File: src/hw/rtl/slkf_pkg.sv
// Shared types and codes for the session keep-alive client.
// No dependencies; imported by every module of the block.
`default_nettype none

package slkf_pkg;

	localparam int RES_MAX = 5;
	localparam int CNT_W   = 3;

	localparam logic [2:0] PH_IDLE      = 3'd1;
	localparam logic [2:0] PH_CONNECT   = 3'd2;
	localparam logic [2:0] PH_ONLINE    = 3'd3;
	localparam logic [2:0] PH_DISCONN   = 3'd4;
	localparam logic [2:0] PH_CLOSED    = 3'd5;

	localparam logic [1:0] REQ_NONE       = 2'd0;
	localparam logic [1:0] REQ_CONNECT    = 2'd1;
	localparam logic [1:0] REQ_DISCONNECT = 2'd2;

	localparam logic [2:0] RX_CONN_SYN_ACK    = 3'd0;
	localparam logic [2:0] RX_ALIVE_SYN       = 3'd1;
	localparam logic [2:0] RX_DISCONN_SYN_ACK = 3'd2;
	localparam logic [2:0] RX_FIN             = 3'd3;
	localparam logic [2:0] RX_ERROR           = 3'd4;

	localparam logic [1:0] EV_PACKET  = 2'd0;
	localparam logic [1:0] EV_STATUS  = 2'd1;
	localparam logic [1:0] EV_ERROR   = 2'd2;
	localparam logic [1:0] EV_SUMMARY = 2'd3;

	localparam logic [2:0] PK_CONN_SYN    = 3'd0;
	localparam logic [2:0] PK_CONN_ACK    = 3'd1;
	localparam logic [2:0] PK_ALIVE_ACK   = 3'd2;
	localparam logic [2:0] PK_DISCONN_SYN = 3'd3;
	localparam logic [2:0] PK_DISCONN_ACK = 3'd4;

	localparam logic [15:0] SESSION_TO_RST = 16'd60;
	localparam logic [15:0] ALIVE_TO_RST   = 16'd5;

	typedef struct packed {
		logic [1:0]  cmd;
		logic        rx_valid;
		logic [2:0]  rx_type;
		logic [31:0] rx_seq;
		logic [15:0] rx_user_timeout;
		logic [15:0] rx_alive_timeout;
		logic        second_tick;
	} item_t;

	typedef struct packed {
		logic [2:0]  phase;
		logic [1:0]  pending;
		logic [15:0] elapsed;
		logic [31:0] seq;
		logic [15:0] session_to;
		logic [15:0] alive_to;
		logic        first_connect;
	} sess_t;

	typedef struct packed {
		logic [1:0]  event_kind;
		logic [2:0]  pkt_kind;
		logic [31:0] seq_sent;
		logic        online;
		logic [2:0]  phase_now;
		logic        last;
	} rec_t;

	typedef struct packed {
		rec_t [RES_MAX-1:0] rec;
		logic [CNT_W-1:0]   cnt;
	} rec_list_t;

endpackage

`default_nettype wire

File: src/hw/rtl/session_link_keepalive_fsm.sv
// Session keep-alive client top level: input register, session state, result buffer.
// Depends on slkf_pkg, slkf_pass and slkf_outq.
//
// Use: each input transaction (cmd, rx_* fields, second_tick) is one pass of the
// session client. It yields one to four result transactions: the packets sent,
// status changes and server errors in order, then a summary with last set.
// auto_reconnect is written through cfg_wen/cfg_wdata; the user writes it only while
// the block is idle, and the block itself does not enforce this. An item is
// registered in the input register on acceptance; once the result buffer is free,
// its pass is evaluated and the session state and record list are loaded into the
// result buffer, from which its first result is offered.
// The result buffer drains one record per cycle while out_stall is low, and the
// input register takes the next item while it drains.
// Reset: phase 1, no pending request, timeouts 60 s and 5 s, sequence 0,
// first-connect set, auto_reconnect clear, both buffers empty.
// Output stall holds the current record; while the input register is full and the
// buffer is not free, in_stall is high.
`default_nettype none

module session_link_keepalive_fsm (
	input  wire         clk,
	input  wire         arst_n,
	input  wire         cfg_wen,
	input  wire         cfg_wdata,
	input  wire         in_valid,
	output logic        in_stall,
	input  wire  [1:0]  cmd,
	input  wire         rx_valid,
	input  wire  [2:0]  rx_type,
	input  wire  [31:0] rx_seq,
	input  wire  [15:0] rx_user_timeout,
	input  wire  [15:0] rx_alive_timeout,
	input  wire         second_tick,
	output logic        out_valid,
	input  wire         out_stall,
	output logic [1:0]  event_kind,
	output logic [2:0]  pkt_kind,
	output logic [31:0] seq_sent,
	output logic        online,
	output logic [2:0]  phase_now,
	output logic        last
);
	import slkf_pkg::*;

	item_t     item_s1;
	logic      valid_s1;
	sess_t     st_q;
	sess_t     st_next;
	logic      auto_q;
	rec_list_t list;
	rec_t      head;
	logic      free;
	logic      adv;
	logic      accept;

	assign adv      = valid_s1 && free;
	assign in_stall = valid_s1 && !free;
	assign accept   = in_valid && !in_stall;

	always_ff @(posedge clk or negedge arst_n) begin
		if (!arst_n) begin
			auto_q <= 1'b0;
		end else if (cfg_wen) begin
			auto_q <= cfg_wdata;
		end
	end

	always_ff @(posedge clk or negedge arst_n) begin
		if (!arst_n) begin
			valid_s1 <= 1'b0;
		end else if (accept) begin
			valid_s1 <= 1'b1;
		end else if (adv) begin
			valid_s1 <= 1'b0;
		end
	end

	always_ff @(posedge clk) begin
		if (accept) begin
			item_s1.cmd              <= cmd;
			item_s1.rx_valid         <= rx_valid;
			item_s1.rx_type          <= rx_type;
			item_s1.rx_seq           <= rx_seq;
			item_s1.rx_user_timeout  <= rx_user_timeout;
			item_s1.rx_alive_timeout <= rx_alive_timeout;
			item_s1.second_tick      <= second_tick;
		end
	end

	always_ff @(posedge clk or negedge arst_n) begin
		if (!arst_n) begin
			st_q.phase         <= PH_IDLE;
			st_q.pending       <= REQ_NONE;
			st_q.elapsed       <= '0;
			st_q.seq           <= '0;
			st_q.session_to    <= SESSION_TO_RST;
			st_q.alive_to      <= ALIVE_TO_RST;
			st_q.first_connect <= 1'b1;
		end else if (adv) begin
			st_q <= st_next;
		end
	end

	slkf_pass u_pass (
		.item           (item_s1),
		.st             (st_q),
		.auto_reconnect (auto_q),
		.st_next        (st_next),
		.list           (list)
	);

	slkf_outq u_outq (
		.clk       (clk),
		.arst_n    (arst_n),
		.push      (adv),
		.list      (list),
		.free      (free),
		.out_valid (out_valid),
		.out_stall (out_stall),
		.head      (head)
	);

	assign event_kind = head.event_kind;
	assign pkt_kind   = head.pkt_kind;
	assign seq_sent   = head.seq_sent;
	assign online     = head.online;
	assign phase_now  = head.phase_now;
	assign last       = head.last;

	a_adv_shows: assert property (@(posedge clk) disable iff (!arst_n)
		adv |=> out_valid)
		else $error("pass loaded but no result offered");

	a_stall_full: assert property (@(posedge clk) disable iff (!arst_n)
		in_stall |-> (valid_s1 && out_valid))
		else $error("input stalled with nothing held");

	a_phase_legal: assert property (@(posedge clk) disable iff (!arst_n)
		(st_q.phase == PH_IDLE) || (st_q.phase == PH_CONNECT) || (st_q.phase == PH_ONLINE)
		|| (st_q.phase == PH_DISCONN) || (st_q.phase == PH_CLOSED))
		else $error("session phase out of range");

	a_state_hold: assert property (@(posedge clk) disable iff (!arst_n)
		!adv |=> $stable(st_q))
		else $error("session state changed without a pass");

endmodule

`default_nettype wire

File: src/hw/rtl/slkf_pass.sv
// One session pass: next session state and the ordered list of result records.
// Depends on slkf_pkg.
`default_nettype none

module slkf_pass (
	input  wire slkf_pkg::item_t     item,
	input  wire slkf_pkg::sess_t     st,
	input  wire                      auto_reconnect,
	output slkf_pkg::sess_t          st_next,
	output slkf_pkg::rec_list_t      list
);
	import slkf_pkg::*;

	sess_t            ns;
	rec_list_t        ls;
	logic [CNT_W-1:0] n;

	function automatic rec_t mk_rec(input logic [1:0] kind, input logic [2:0] pkt,
			input logic [31:0] seq, input logic on, input logic [2:0] ph,
			input logic lst);
		rec_t r;
		r.event_kind = kind;
		r.pkt_kind   = pkt;
		r.seq_sent   = seq;
		r.online     = on;
		r.phase_now  = ph;
		r.last       = lst;
		return r;
	endfunction

	always_comb begin
		ns = st;
		ls = '0;
		n  = '0;

		if (item.second_tick && (ns.elapsed != 16'hFFFF)) begin
			ns.elapsed = ns.elapsed + 16'd1;
		end

		if (item.cmd == REQ_CONNECT) begin
			ns.pending = REQ_CONNECT;
		end else if (item.cmd == REQ_DISCONNECT) begin
			ns.pending       = REQ_DISCONNECT;
			ns.first_connect = 1'b1;
		end

		if (item.rx_valid) begin
			case (item.rx_type)
				RX_CONN_SYN_ACK: begin
					ns.session_to = item.rx_user_timeout;
					ns.alive_to   = item.rx_alive_timeout;
					ns.seq        = item.rx_seq + 32'd1;
					ns.phase      = PH_ONLINE;
					ns.elapsed    = '0;
					ls.rec[n] = mk_rec(EV_PACKET, PK_CONN_ACK, ns.seq, 1'b0, ns.phase, 1'b0);
					n = n + 1'b1;
				end
				RX_ALIVE_SYN: begin
					ls.rec[n] = mk_rec(EV_STATUS, PK_CONN_SYN, '0, 1'b1, ns.phase, 1'b0);
					n = n + 1'b1;
					ns.seq = item.rx_seq + 32'd1;
					ls.rec[n] = mk_rec(EV_PACKET, PK_ALIVE_ACK, ns.seq, 1'b0, ns.phase, 1'b0);
					n = n + 1'b1;
					ns.elapsed = '0;
				end
				RX_DISCONN_SYN_ACK: begin
					ns.seq     = item.rx_seq;
					ns.phase   = PH_CLOSED;
					ns.elapsed = '0;
					ls.rec[n] = mk_rec(EV_PACKET, PK_DISCONN_ACK, item.rx_seq + 32'd1,
						1'b0, ns.phase, 1'b0);
					n = n + 1'b1;
				end
				RX_FIN: begin
					ns.phase   = PH_IDLE;
					ns.elapsed = '0;
					ls.rec[n] = mk_rec(EV_STATUS, PK_CONN_SYN, '0, 1'b0, ns.phase, 1'b0);
					n = n + 1'b1;
				end
				RX_ERROR: begin
					ns.phase   = PH_IDLE;
					ns.elapsed = '0;
					ls.rec[n] = mk_rec(EV_ERROR, PK_CONN_SYN, '0, 1'b0, ns.phase, 1'b0);
					n = n + 1'b1;
				end
				default: begin
				end
			endcase
		end

		case (ns.phase)
			PH_IDLE: begin
				if (ns.pending == REQ_CONNECT) begin
					ns.pending = REQ_NONE;
					ns.phase   = PH_CONNECT;
					ns.elapsed = '0;
					ls.rec[n] = mk_rec(EV_PACKET, PK_CONN_SYN, '0, 1'b0, ns.phase, 1'b0);
					n = n + 1'b1;
				end
				if (auto_reconnect && !ns.first_connect) begin
					ns.pending = REQ_CONNECT;
				end
			end
			PH_CONNECT, PH_ONLINE: begin
				if ((ns.phase == PH_CONNECT) ? (ns.elapsed > ns.alive_to)
						: (ns.elapsed > ns.session_to)) begin
					if (ns.phase == PH_ONLINE) begin
						ns.first_connect = 1'b0;
					end
					ns.phase   = PH_IDLE;
					ns.elapsed = '0;
					ls.rec[n] = mk_rec(EV_STATUS, PK_CONN_SYN, '0, 1'b0, ns.phase, 1'b0);
					n = n + 1'b1;
				end
				if (ns.pending == REQ_DISCONNECT) begin
					ns.pending = REQ_NONE;
					ns.phase   = PH_DISCONN;
					ns.elapsed = '0;
					ls.rec[n] = mk_rec(EV_PACKET, PK_DISCONN_SYN, '0, 1'b0, ns.phase, 1'b0);
					n = n + 1'b1;
				end
			end
			PH_DISCONN, PH_CLOSED: begin
				if (ns.elapsed > ns.alive_to) begin
					ns.phase   = PH_IDLE;
					ns.elapsed = '0;
					ls.rec[n] = mk_rec(EV_STATUS, PK_CONN_SYN, '0, 1'b0, ns.phase, 1'b0);
					n = n + 1'b1;
				end
				if (ns.pending == REQ_CONNECT) begin
					ns.pending = REQ_NONE;
					ns.phase   = PH_CONNECT;
					ns.elapsed = '0;
					ls.rec[n] = mk_rec(EV_PACKET, PK_CONN_SYN, '0, 1'b0, ns.phase, 1'b0);
					n = n + 1'b1;
				end
			end
			default: begin
				ns.phase   = PH_IDLE;
				ns.elapsed = '0;
			end
		endcase

		ls.rec[n] = mk_rec(EV_SUMMARY, PK_CONN_SYN, ns.seq, 1'b0, ns.phase, 1'b1);
		ls.cnt    = n + 1'b1;
	end

	assign st_next = ns;
	assign list    = ls;

endmodule

`default_nettype wire

File: src/hw/rtl/slkf_outq.sv
// Result buffer: holds the record list of one pass and shifts it out one per transaction.
// Depends on slkf_pkg.
`default_nettype none

module slkf_outq (
	input  wire                       clk,
	input  wire                       arst_n,
	input  wire                       push,
	input  wire slkf_pkg::rec_list_t  list,
	output logic                      free,
	output logic                      out_valid,
	input  wire                       out_stall,
	output slkf_pkg::rec_t            head
);
	import slkf_pkg::*;

	rec_t [RES_MAX-1:0] rec_s2;
	logic [CNT_W-1:0]   cnt_s2;
	logic               pop;

	assign out_valid = (cnt_s2 != '0);
	assign pop       = out_valid && !out_stall;
	assign free      = (cnt_s2 == '0) || (pop && (cnt_s2 == CNT_W'(1)));
	assign head      = rec_s2[0];

	always_ff @(posedge clk or negedge arst_n) begin
		if (!arst_n) begin
			cnt_s2 <= '0;
		end else if (push) begin
			cnt_s2 <= list.cnt;
		end else if (pop) begin
			cnt_s2 <= cnt_s2 - 1'b1;
		end
	end

	always_ff @(posedge clk) begin
		if (push) begin
			rec_s2 <= list.rec;
		end else if (pop) begin
			for (int i = 0; i < RES_MAX - 1; i++) begin
				rec_s2[i] <= rec_s2[i+1];
			end
		end
	end

	a_cnt_range: assert property (@(posedge clk) disable iff (!arst_n)
		cnt_s2 <= CNT_W'(RES_MAX))
		else $error("result count beyond buffer depth");

	a_last_at_tail: assert property (@(posedge clk) disable iff (!arst_n)
		out_valid |-> (head.last == (cnt_s2 == CNT_W'(1))))
		else $error("summary record not at the tail of the pass");

	a_push_free: assert property (@(posedge clk) disable iff (!arst_n)
		push |-> free)
		else $error("pass loaded while records still pending");

	a_push_load: assert property (@(posedge clk) disable iff (!arst_n)
		push |=> (cnt_s2 == $past(list.cnt)))
		else $error("record count not loaded");

endmodule

`default_nettype wire

File: config.mk
export PLATFORM = sky130hd
export DESIGN_NAME = session_link_keepalive_fsm
export DESIGN_NICKNAME = d
export VERILOG_FILES = /design/src/hw/rtl/slkf_pkg.sv /design/src/hw/rtl/session_link_keepalive_fsm.sv /design/src/hw/rtl/slkf_pass.sv /design/src/hw/rtl/slkf_outq.sv
export SDC_FILE = /design/constraint.sdc
export NUM_CORES = 1
export LEC_CHECK = 0
export BUFFER_PORTS_ARGS = -buffer_cell sky130_fd_sc_hd__buf_2
export CAP_MARGIN = 20
export CORE_ASPECT_RATIO = 1.4
export CORE_UTILIZATION = 55
export CTS_BUF_LIST = sky130_fd_sc_hd__clkbuf_4
export DETAILED_ROUTE_END_ITERATION = 8
export PLACE_DENSITY = 0.73
export SYNTH_ARGS = -nofsm -noshare
export SYNTH_HDL_FRONTEND = slang
export SYNTH_SLANG_ARGS = --single-unit
File: constraint.sdc
create_clock -name clk -period 18.35 [get_ports clk]
set_input_delay 4.5875 -clock clk [delete_from_list [all_inputs] [get_ports clk]]
set_output_delay 4.5875 -clock clk [all_outputs]
set_load 0.05 [all_outputs]
* Yosys cells after proc, flatten, opt, wreduce, memory -nomap -nowiden *
Index checks and enable logic that the tools add are counted.

storage, ports and cells
  bits in registers = 372
  latch bits = 0
  memory bits (writable) = 0
  memory bits (read-only) = 0
  input bits = 77
  output and inout bits = 44
  word-level logic and storage cells = 180
  memories = 0

operators by class
  $add $sub $neg = 7
  multipliers = 0
  div/mod/pow operators = 0
  magnitude comparators = 10
  equal/unequal tests = 15
  shift-type cells = 0
  mux-type cells = 62
  bitwise logic cells = 12
  reduce and logical (&&, ||, !) cells = 27

operator list
  operator                 count
  $mux W210                7
  $pmux W210 S3            1
  $demux W42 S3            4
  $not A205 Y205           2
  $mux W168                2
  $bwmux W210              1
  $pmux W42 S5             1
  $and A205 B205 Y205      1
  $and A82 B205 Y205       1
  $and A80 B200 Y200       1
  $not A200 Y200           1
  $and A195 B195 Y195      1
  $not A195 Y195           1
  $mux W42                 4
  $mux W84                 1
  $mux W80                 1
  $mux W16                 4
  $pmux W32 S2             1
  $mux W21                 3
  $pmux W16 S3             1
  $mux W3                  13
  $mux W39                 1
  $add A32 B1 Y32 const B  1
  $gt A16 B16 Y1           2
  other kinds (30)         77

* Depth between registers and ports, before layout *
Gate-level depths: netlist of run 1.

  depth in word-level cells = 19
  gate-level depth with buffers = 29
  depth with buffers taken out = 25

* Cells and area by module *
From an unflattened synthesis of run 1, not the netlist that was laid out.

unflattened totals
  cell total of the unflattened synthesis = 1776
  area, all modules = 20965.1 µm²

modules (own cells, without submodules)
  module                      instances  cells each  area each (µm²)  seq. area each (µm²)
  slkf_outq                   1          467         8936.1           6381.1
  slkf_pass                   1          1048        6453.7           0.0
  session_link_keepalive_fsm  1          261         5575.3           4344.2

* Worst setup path before layout of run 1 *
OpenSTA, ideal clock, no wires.

  path kind = input port to output port
  from = input out_stall
  to = output in_stall
  data arrival time = 5.217 ns
  required time = 13.762 ns
  setup slack = 8.545 ns
  stages = 4
  path buffers = 0
  cells stage by stage = inv_1 a21oi_1 o21ai_0 inv_1

between the ends
  cells in the longest elaborated chain, start to end = 6

ends and longest elaborated chain
  element              line                              RTL
  from (decl)          session_link_keepalive_fsm.sv:35  input wire out_stall,
  $logic_not A1 Y1     slkf_outq.sv:22                   assign pop = out_valid && !out_stall;
  $logic_and A1 B1 Y1  slkf_outq.sv:22
  $logic_and A1 B1 Y1  slkf_outq.sv:23                   assign free = (cnt_s2 == '0) || (pop && (cnt_s2 == CNT_W'(1)));
  $logic_or A1 B1 Y1   slkf_outq.sv:23
  $logic_not A1 Y1     session_link_keepalive_fsm.sv:57  assign in_stall = valid_s1 && !free;
  $logic_and A1 B1 Y1  session_link_keepalive_fsm.sv:57
  to (decl)            session_link_keepalive_fsm.sv:26  output logic in_stall,

Every way passes these cells.

* Worst setup path in the final report of run 1 *
Ends and elaborated chain as after synthesis.

==> results.py, run 1 <==
metrics = {
    "run_status": {
        "outcome": "complete, no violations",
    },
    "detailed_routing": {
        "routed_wl_mm": 45.38,
        "vias_per_cell": 6.012,
        "vias": 13810,
        "wire_per_inst_um": 19.76,
        "drt-initial-drc-count": 1205,
        "dr.pass1.iters": 6,
        "ant_nets": 0,
        "drc": 0,
    },
    "sta": {
        "slew_viol_final": 0,
        "final_hold_viol_count": 0,
        "finalSetupViolCount": 0,
        "fin_tns_setup_ns": 0,
        "min_period_over_period_pct": 54.41,
        "fin_skew_ns": 0.04570,
        "clock.fmax_ghz": 0.1002,
        "worstMarginPinSlew_ns": 1.116,
        "grt_setup_unrepaired": "no",
        "relSlewSlack_pct": 25.63,
        "min_period_ns": 9.984,
    },
    "placed_design": {
        "dp_cells": 2130,
        "place_congestion": 0.9112,
        "dpl.hpwl_mm": 28.00,
        "portBuffers": 120,
    },
    "grt": {
        "grt_overflow": 0,
        "grt_pass1_vias": 13650,
        "grt_max_degree": 200,
        "global_route.usage.total_pct": 27.33,
        "grt_pass1_wl_mm": 71.43,
        "antenna_found_initial": 1,
    },
    "worst_setup_path": {
        "critPathTopFamily": "buffers and inverters",
        "critical_path.cell_chain": "buf_2 > inv_1 > a21oi_1 > o21ai_0 > inv_1 > buf_2",
        "endpoint_kind": "primary output",
        "arrival_ns": 5.40,
        "startpoint_type": "input port",
        "cp_max_fo": 3,
        "worst-path-stages": 6,
        "cpMaxStageDelayCell": "o21ai_0",
        "cp_data_required_time_ns": 13.76,
        "path_buf_inv": 4,
        "timing_worst_setup_path_type": "input port to primary output",
        "worst_r2r_path_depth": 26,
        "cpPeakStageDelay_ns": 0.29,
    },
    "synth": {
        "synth_area_per_cell_um2": 10.81,
        "synth_fp_nets": 1810,
        "async_flop_share_pct": 25.56,
        "synth-seq-cells": 356,
        "synth.most_common_cell": "edfxtp_1",
        "synth_top_area_cell": "edfxtp_1",
        "netlist.area_leader.share_pct": 43.59,
        "ys_seq_area_share_pct": 56.12,
        "syn-instance-count": 1689,
        "syn_area_um2": 18260,
        "synth_common_cells": "edfxtp_1, nand2_1, nor2_1",
        "synthFlopType": "edfxtp_1",
        "synth_area_leaders": "edfxtp_1, dfrtp_1, nand2_1, o21ai_0, a21oi_1",
        "yosysUniqueCellTypes": 80,
        "synth_warnings": 0,
        "synth_edf_count": 265,
    },
    "cts": {
        "clk_latency_ns": 0.80,
        "htree_levels": 3,
        "cts_tree": "built",
        "clockBufferDepth": 3,
        "cts_setup_buffers": 0,
        "cts_root_buf": "clkbuf_4",
        "cts_resized": 0,
        "cts_made_buffers": 88,
        "clk_pin_slew_worst_paths_ns": 0.07,
        "cts_hold_buf": 0,
        "cts_num_sinks": 356,
    },
    "final_layout": {
        "syn_to_final_growth_pct": 9.959,
        "seqCellArea_um2": 10240,
        "final_nets": 1903,
        "multi_input_area_um2": 7173,
        "final_cells": 2297,
        "drive_above_1_share_pct": 17.30,
        "nFillCells": 2716,
    },
    "die": {
        "die_w_um": 156.0,
        "initial_core_util_pct": 56.17,
        "num_io_pins": 121,
        "core_area_um2": 32500,
        "die-area_um2": 33930,
        "num_rows": 78,
        "die_y_um": 217.6,
    },
    "flow_run": {
        "cap_violations": 0,
    },
    "pwr": {
        "power.density_nw_per_um2": 191.0,
        "ir_worst_vdd_mv": 0.2024,
        "leakage_uw": 0.008028,
    },
    "min_path": {
        "hold_path.class": "flip-flop to flip-flop",
        "holdPathStages": 1,
    },
}
[flip-flops by register name, indices dropped and copies added (netlist names)]
name and flops:
st_q 86, u_outq.rec_s2 152, valid_s1 1, u_outq.cnt_s2 3
item_s1 71, auto_q 1, u_outq.head 42
[metrics by stage]
stage / power (uW) / hold WS [ns] / instance area, um^2 / worst slack (ns) / utilization [%]
after floorplan: 2778 / 0.4417 / 18260 / 8.545 / -
after detailed placement: 3164 / 0.4605 / 18910 / 8.368 / 58.17
after CTS: 3849 / 0.4759 / 20050 / 8.359 / 61.68
after global placement: 3121 / 0.4528 / 18910 / 8.411 / 58.17
after global routing: 4066 / 0.4920 / 20070 / 8.242 / 61.77
final: 3834 / 0.4721 / 20070 / 8.366 / 61.77
[metal layers]
metal / part of all wire [%] / track usage, % / vias to the layer above
met5: 0 / 0 / -
met4: 4.2 / 14.41 / 0
met3: 6.3 / 4.750 / 128
met2: 51 / 48.23 / 537
met1: 39 / 31.49 / 6650
li1: - / - / 6495
[where the power goes]
part | switching, uW | internal, uW | leakage (uW)
Sequential | 150 | 1360 | 0.00379
Combinational | 1150 | 500 | 0.00357
Clock | 334 | 339 | 0.000668
Total | 1630 | 2200 | 0.00803
[final cells by class]
| cell class | instances | share of cell area (%) |
|---|---|---|
| clock inverters | 42 | 1.116 |
| clock buffers | 122 | 4.563 |
| multi-input cells | 1153 | 35.74 |
| repair buffers | 146 | 4.089 |
| well taps | 440 | 2.743 |
| diodes | 1 | 0.01247 |
| flip-flops and latches | 356 | 51.04 |
| inverters | 37 | 0.7044 |
[worst paths after layout]
path | from | slack (ns) | endpoint
setup / recovery | out_stall | 8.37 | in_stall
hold / removal | st_q[52]$_DFFE_PN0P_ | 0.47 | st_q[52]$_DFFE_PN0P_
setup reg to reg | st_q[74]$_DFFE_PN0P_ | 10.37 | u_outq.head[1]$_DFFE_PP_
hold reg to reg | st_q[52]$_DFFE_PN0P_ | 0.47 | st_q[52]$_DFFE_PN0P_
max in group asynchronous | arst_n | 13.30 | st_q[63]$_DFFE_PN0P_
min in group asynchronous | arst_n | 3.84 | st_q[10]$_DFFE_PN0P_
[cells by family (layout without fill, tap and decap cells)]
family	count (synthesis)	count (layout)	share of synthesized area, %
flip-flops	356	356	56.12
other	0	1	0
buffers and inverters	180	347	4.853
AO/OA/AOI/OAI	531	531	19.11
XOR/XNOR	45	45	2.159
adder cells (fa/ha/maj)	44	44	3.016
multiplexers	47	47	2.646
AND/OR/NAND/NOR	486	486	12.10
[placed cells by master, fill, tap and decap left out, types with 40 or more instances in the layout]
cell type,count
edfxtp_1,265
nor2_1,147
buf_2,119
nand2_1,183
dfrtp_1,83
a22o_1,69
a21oi_1,123
mux2i_1,40
clkbuf_4,122
o21ai_0,131
ha_1,44
Power figures use the tool's default switching activity.
==> inputs of run 2 (changes only) <==
Settings changed: ABC_AREA set to 1, PLACE_DENSITY 0.73 to 0.76.
Clock period 18.35 ns to 8 ns, I/O delays scaled along.
==> run 2 against run 1 <==
  * Wire length grew 16%
  * Non-clock buffer count shrank 8
  * Cell count grew 23%
  * Sequential power grew 120%
  * Global-route usage grew 3.4 points
  * Largest power group unchanged
  * Synthesized cell count grew 30%
  * Combinational power grew 140%
  * Sequential share of layout area shrank 1.9 points
  * Die area grew 4.4%
  * First-iteration DRC count grew 14%
  * Worst hold slack gained 0.0063 ns
  * Via count grew 15%
  * Largest cell class unchanged
==> results.py, run 2 <==
metrics = {
    "pwr": {
        "ir_worst_vdd_mv": 0.3569,
        "leakage_uw": 0.009700,
        "power.density_nw_per_um2": 422.4,
    },
    "sta": {
        "relSlewSlack_pct": 31.45,
        "worstMarginPinSlew_ns": 1.028,
        "fin_tns_setup_ns": 0,
        "min_period_ns": 6.147,
        "clock.fmax_ghz": 0.1627,
        "finalSetupViolCount": 0,
        "final_hold_viol_count": 0,
        "fin_skew_ns": 0.08072,
        "grt_setup_unrepaired": "no",
        "min_period_over_period_pct": 76.83,
        "slew_viol_final": 0,
    },
    "placed_design": {
        "dpl.hpwl_mm": 35.12,
        "portBuffers": 120,
        "placed_area_um2": 19720,
        "place_congestion": 0.9639,
    },
    "die": {
        "die_w_um": 159.3,
        "initial_core_util_pct": 55.84,
        "die-area_um2": 35410,
        "num_io_pins": 121,
        "num_rows": 80,
        "die_y_um": 222.3,
        "core_area_um2": 34130,
    },
    "synth": {
        "synth_warnings": 0,
        "netlist.area_leader.share_pct": 41.75,
        "synthFlopType": "edfxtp_1",
        "async_flop_share_pct": 25.56,
        "ys_seq_area_share_pct": 53.75,
        "synth_fp_nets": 2309,
        "yosysUniqueCellTypes": 48,
        "synth_top_area_cell": "edfxtp_1",
        "synth_common_cells": "nand2_1, edfxtp_1, nor2_1",
        "synth_area_leaders": "edfxtp_1, nand2_1, dfrtp_1, o21ai_0, nor2_1",
        "syn_area_um2": 19060,
        "synth.most_common_cell": "nand2_1",
        "syn-instance-count": 2188,
        "synth-seq-cells": 356,
        "synth_edf_count": 265,
        "synth_area_per_cell_um2": 8.711,
    },
    "worst_setup_path": {
        "arrival_ns": 6.65,
        "cp_max_fo": 36,
        "endpoint_kind": "flip-flop",
        "timing_worst_setup_path_type": "flip-flop to flip-flop",
        "cpMaxStageDelayCell": "dfrtp_1",
        "startpoint_type": "flip-flop",
        "crit_path_frequent_cell": "nand2_1",
        "cpPeakStageDelay_ns": 0.41,
        "cp_data_required_time_ns": 8.50,
    },
    "detailed_routing": {
        "ant_nets": 0,
        "drc": 0,
        "vias_per_cell": 5.653,
        "vias": 15930,
        "routed_wl_mm": 52.80,
        "dr.pass1.iters": 7,
        "wire_per_inst_um": 18.74,
        "drt-initial-drc-count": 1377,
    },
    "cts": {
        "clk_latency_ns": 0.82,
        "htree_levels": 3,
        "cts_made_buffers": 87,
        "cts_tree": "built",
        "cts_root_buf": "clkbuf_4",
        "cts_num_sinks": 356,
        "clockBufferDepth": 3,
        "cts_setup_buffers": 0,
        "cts_hold_buf": 0,
        "cts_resized": 0,
        "clk_pin_slew_worst_paths_ns": 0.07,
    },
    "final_layout": {
        "final_nets": 2412,
        "max_flop_register": "u_outq.rec_s2",
        "fin_util_pct": 61.06,
        "fin_area_um2": 20840,
        "layout_commonest_cell": "nand2_1",
        "drive_above_1_share_pct": 15.36,
        "largest_reg_flops": 152,
        "reg.largest.list": "u_outq.rec_s2 x152, st_q x86, item_s1 x71",
        "syn_to_final_growth_pct": 9.355,
        "layout_common_cells": "nand2_1, edfxtp_1, nor2_1",
    },
    "grt": {
        "antenna_found_initial": 3,
        "grt_max_degree": 114,
        "global_route.usage.total_pct": 30.71,
        "grt_pass1_wl_mm": 83.46,
        "grt_overflow": 0,
        "grt_pass1_vias": 15980,
    },
    "min_path": {
        "hold_path.class": "flip-flop to flip-flop",
    },
    "run_status": {
        "outcome": "complete, no violations",
    },
    "flow_run": {
        "cap_violations": 0,
    },
}
==> run 2: changes by cell type in the layout (fill, tap and decap cells not counted), moves of 18 or more <==
cell | previous run | this run
inv_1 | 34 | 162
or2_2 | 1 | 19
a221o_1 | 18 | 0
a21oi_1 | 123 | 59
nand2_2 | 0 | 18
and3_1 | 20 | 0
nand3_1 | 37 | 98
nand2_1 | 183 | 722
a22o_1 | 69 | 0
nor2_1 | 147 | 180
a22oi_1 | 26 | 4
a21o_1 | 36 | 3
xnor2_1 | 25 | 4
o21ai_0 | 131 | 175
==> run 2: path summary, 6_finish.rpt <==
check | start | to | slack, ns | depth (start not counted)
max reg2reg | st_q[66]$_DFFE_PN0P_ | u_outq.rec_s2[76]$_DFFE_PP_ | 1.85 | 39
max in group asynchronous | arst_n | st_q[24]$_DFFE_PN0P_ | 5.54 | 2
min reg2reg | st_q[51]$_DFFE_PN0P_ | st_q[51]$_DFFE_PN0P_ | 0.48 | 2
max | st_q[66]$_DFFE_PN0P_ | u_outq.rec_s2[76]$_DFFE_PP_ | 1.85 | 39
min in group asynchronous | arst_n | st_q[59]$_DFFE_PN0P_ | 1.16 | 1
min | st_q[51]$_DFFE_PN0P_ | st_q[51]$_DFFE_PN0P_ | 0.48 | 2
==> run 2: critical path: cells and delay by family, from the launching register on <==
kind / cells / cell delay [ns]
DFF: 1 / 0.41
buffers and inverters: 10 / 1.32
and+or+nand+nor: 25 / 3.33
AOI/OAI and AO/OA: 1 / 0.12
adders and majority gates: 3 / 0.67
==> run 2: final cells by class <==
type	instances	area, um^2
Inverter	176	665.6
Fill cell	2986	13290
Tap cell	451	564.3
Clock inverter	42	209.0
Timing Repair Buffer	138	745.7
Clock buffer	120	900.9
Multi-Input combinational cell	1532	7505
Sequential cell	356	10240
Antenna cell	3	7.507
==> run 2: cell families (layout without fill, tap and decap cells) <==
logic type	Yosys count	after routing	synth area share (%)
AO/OA/AOI/OAI	321	321	9.335
XOR/XNOR	19	19	0.8731
adder cells (fa/ha/maj)	44	44	2.888
buffers and inverters	300	476	6.991
flip-flops	356	356	53.75
multiplexers	31	31	1.635
other	0	3	0
AND/OR/NAND/NOR	1117	1117	24.53
==> run 2: through the flow <==
step / cells / setup WS [ns] / power, uW / hold slack [ns]
2_1_floorplan: 2188 / 1.077 / 6288 / 0.4439
3_3_place_gp: 2651 / 2.089 / 7182 / 0.4568
3_5_place_dp: 2652 / 1.922 / 7288 / 0.4615
4_1_cts: 2814 / 1.881 / 8821 / 0.4802
5_1_grt: 2818 / 1.240 / 9391 / 0.4879
6_report: 2818 / 1.853 / 8803 / 0.4784
==> run 2: routing by layer <==
metal / share of wire, % / routed length (um) / track usage, %
met5: 0 / 0 / 0
met4: 6.5 / 3458 / 20.81
met3: 6.7 / 3559 / 5.675
met2: 50 / 26470 / 53.61
met1: 37 / 19310 / 34.04
==> run 2: power breakdown <==
part / leakage [uW] / switching [uW] / internal, uW / total, uW
logic: 0.00530 / 2990 / 984 / 3980
clock network: 0.000653 / 773 / 737 / 1510
registers: 0.00374 / 293 / 3020 / 3320
==> inputs of run 3 (changes only) <==
Settings changed: ABC_AREA 1 to 0, PLACE_DENSITY 0.76 to 0.73.
Clock period 8 ns to 6.15 ns, I/O delays scaled along.
==> run 3 against run 2 <==
  * Fmax increased by 5.5%
  * Design area down 1.5%
  * Clock power rose by 44%
  * Via count decreased by 11%
  * Global-route usage decreased by 1.7 points
  * Register-to-register slack worse by 1.5 ns
  * Worst setup slack worse by 1.5 ns
  * Critical endpoint is now u_outq.head[11]$_DFFE_PP_
  * Core utilization increased by 2.1 points
==> results.py, run 3 (synthesis gave the netlist of run 1 again) <==
metrics = {
    "worst_setup_path": {
        "cpMaxStageDelayCell": "dfrtp_1",
        "r2r_slack_ns": 0.32,
        "timing_worst_setup_path_type": "flip-flop to flip-flop",
        "path_buf_inv": 5,
        "arrival_ns": 6.43,
        "crit_path_frequent_cell": "a21oi_1",
        "cpPeakStageDelay_ns": 0.42,
        "cp_data_required_time_ns": 6.75,
        "cp_max_fo": 28,
        "r2r_end": "u_outq.head[11]$_DFFE_PP_",
        "critPathTopFamily": "compound AO/OA/AOI/OAI gates",
        "rr_startpoint": "st_q[75]$_DFFE_PN0P_",
        "endpoint_kind": "flip-flop",
        "startpoint_type": "flip-flop",
        "worst_r2r_path_depth": 25,
    },
    "grt": {
        "antenna_found_initial": 1,
        "grt_pass1_vias": 14090,
        "grt_max_degree": 167,
        "global_route.usage.total_pct": 28.98,
        "grt_overflow": 0,
        "grt_pass1_wl_mm": 75.16,
    },
    "final_layout": {
        "reg.largest.list": "u_outq.rec_s2 x152, st_q x86, item_s1 x71",
        "nFillCells": 2661,
        "layout_commonest_cell": "edfxtp_1",
        "drive_above_1_share_pct": 20.04,
        "layout_common_cells": "edfxtp_1, nand2_1, nor2_1",
        "largest_reg_flops": 152,
        "final_nets": 1927,
        "syn_to_final_growth_pct": 12.49,
        "final_cells": 2322,
        "max_flop_register": "u_outq.rec_s2",
        "fin_util_pct": 63.19,
    },
    "detailed_routing": {
        "routed.top_layer": "met4",
        "met3WireLength_mm": 3.170,
        "vias_per_cell": 6.071,
        "wl_met1_mm": 17.87,
        "routed_wl_mm": 47.77,
        "ant_nets": 0,
        "drc": 0,
        "dr.pass1.iters": 6,
        "drt-initial-drc-count": 1185,
        "wl_met2_mm": 24.58,
        "wire_per_inst_um": 20.57,
        "vias": 14100,
    },
    "die": {
        "num_io_pins": 121,
        "num_rows": 78,
        "die-area_um2": 33930,
        "initial_core_util_pct": 56.17,
        "die_y_um": 217.6,
        "die_w_um": 156.0,
        "core_area_um2": 32500,
    },
    "min_path": {
        "holdPathStages": 2,
        "hp-start": "st_q[64]$_DFFE_PN0P_",
        "hold_path.class": "flip-flop to flip-flop",
        "hold_end": "st_q[64]$_DFFE_PN0P_",
    },
    "sta": {
        "finalSetupViolCount": 0,
        "worstMarginPinSlew_ns": 1.029,
        "min_period_over_period_pct": 94.72,
        "fin_skew_ns": 0.06452,
        "min_period_ns": 5.826,
        "clock.fmax_ghz": 0.1717,
        "relSlewSlack_pct": 31.37,
        "slew_viol_final": 0,
        "grt_setup_unrepaired": "yes",
        "final_hold_viol_count": 0,
        "setup_ws_ns": 0.3245,
    },
    "cts": {
        "clockBufferDepth": 3,
        "cts_tree": "built",
        "cts_hold_buf": 0,
        "cts_root_buf": "clkbuf_4",
        "clk_pin_slew_worst_paths_ns": 0.07,
        "cts_made_buffers": 89,
        "cts_num_sinks": 356,
        "htree_levels": 3,
        "clk_latency_ns": 0.85,
    },
    "pwr": {
        "power.density_nw_per_um2": 579.0,
        "leakage_uw": 0.008268,
        "ir_worst_vdd_mv": 0.4767,
    },
    "placed_design": {
        "dp_cells": 2149,
        "post-place-ws_ns": 0.04142,
        "dpl.hpwl_mm": 30.64,
        "portBuffers": 120,
        "place_congestion": 0.9340,
    },
    "run_status": {
        "outcome": "complete, no violations",
    },
    "flow_run": {
        "cap_violations": 0,
    },
}
## run 3: cell type report
cell class	count	area [um^2]	share of cell area, %
clock inverter	22	177.7	0.8652
antenna	1	2.502	0.01219
inverter	37	141.4	0.6885
clock buffer	144	1081	5.264
timing repair buffer	169	1085	5.283
multi-input combinational	1153	7252	35.32
sequential	356	10240	49.89
tap	440	550.5	2.681
## run 3: timing repair
item / in CTS / in global routing
setup buffers: 2 / 2
resized for setup: 0 / 21
pin swaps: 1 / 8
cloned: 1 / 0
setup endpoints to repair: 1 / 149
## run 3: metrics by stage
step | TNS, ns | hold WS (ns) | power (uW) | area, um^2
floorplan | 0 | 0.4417 | 8289 | 18260
global placement | 0 | 0.4530 | 9479 | 19110
global route | -2.145 | 0.4908 | 12600 | 20530
CTS | 0 | 0.4788 | 11880 | 20420
finish | 0 | 0.4770 | 11890 | 20530
detailed placement | 0 | 0.4615 | 9620 | 19110
## run 3: tightest hold or removal path, cell delays in order, from the launching register on
cell and delay, ns:
dfrtp_1 0.34, nand2_1 0.05, nand2_1 0.05
## run 3: how the worst max path moves through the flow
stage	startpoint	end	slack, ns	cells after the start
detailed placement	st_q[75]$_DFFE_PN0P_	u_outq.head[25]$_DFFE_PP_	0.04	24
floorplan	st_q[74]$_DFFE_PN0P_	u_outq.head[21]$_DFFE_PP_	0.38	26
global route	st_q[74]$_DFFE_PN0P_	u_outq.head[25]$_DFFE_PP_	-0.10	28
finish	st_q[75]$_DFFE_PN0P_	u_outq.head[11]$_DFFE_PP_	0.32	25
CTS	st_q[75]$_DFFE_PN0P_	u_outq.head[25]$_DFFE_PP_	0.12	25
global placement	st_q[74]$_DFFE_PN0P_	u_outq.head[5]$_DFFE_PP_	0.22	24
## run 3: routing by layer
layer | GRT usage (%) | vias up
li1 | - | 6533
met1 | 33.99 | 6796
met2 | 50.01 | 629
met3 | 5.008 | 140
met4 | 16.37 | 0
met5 | 0 | -
## run 3: power by group
group	switching, uW	internal [uW]
clock	982	1190
combinational	3580	1650
sequential	437	4060
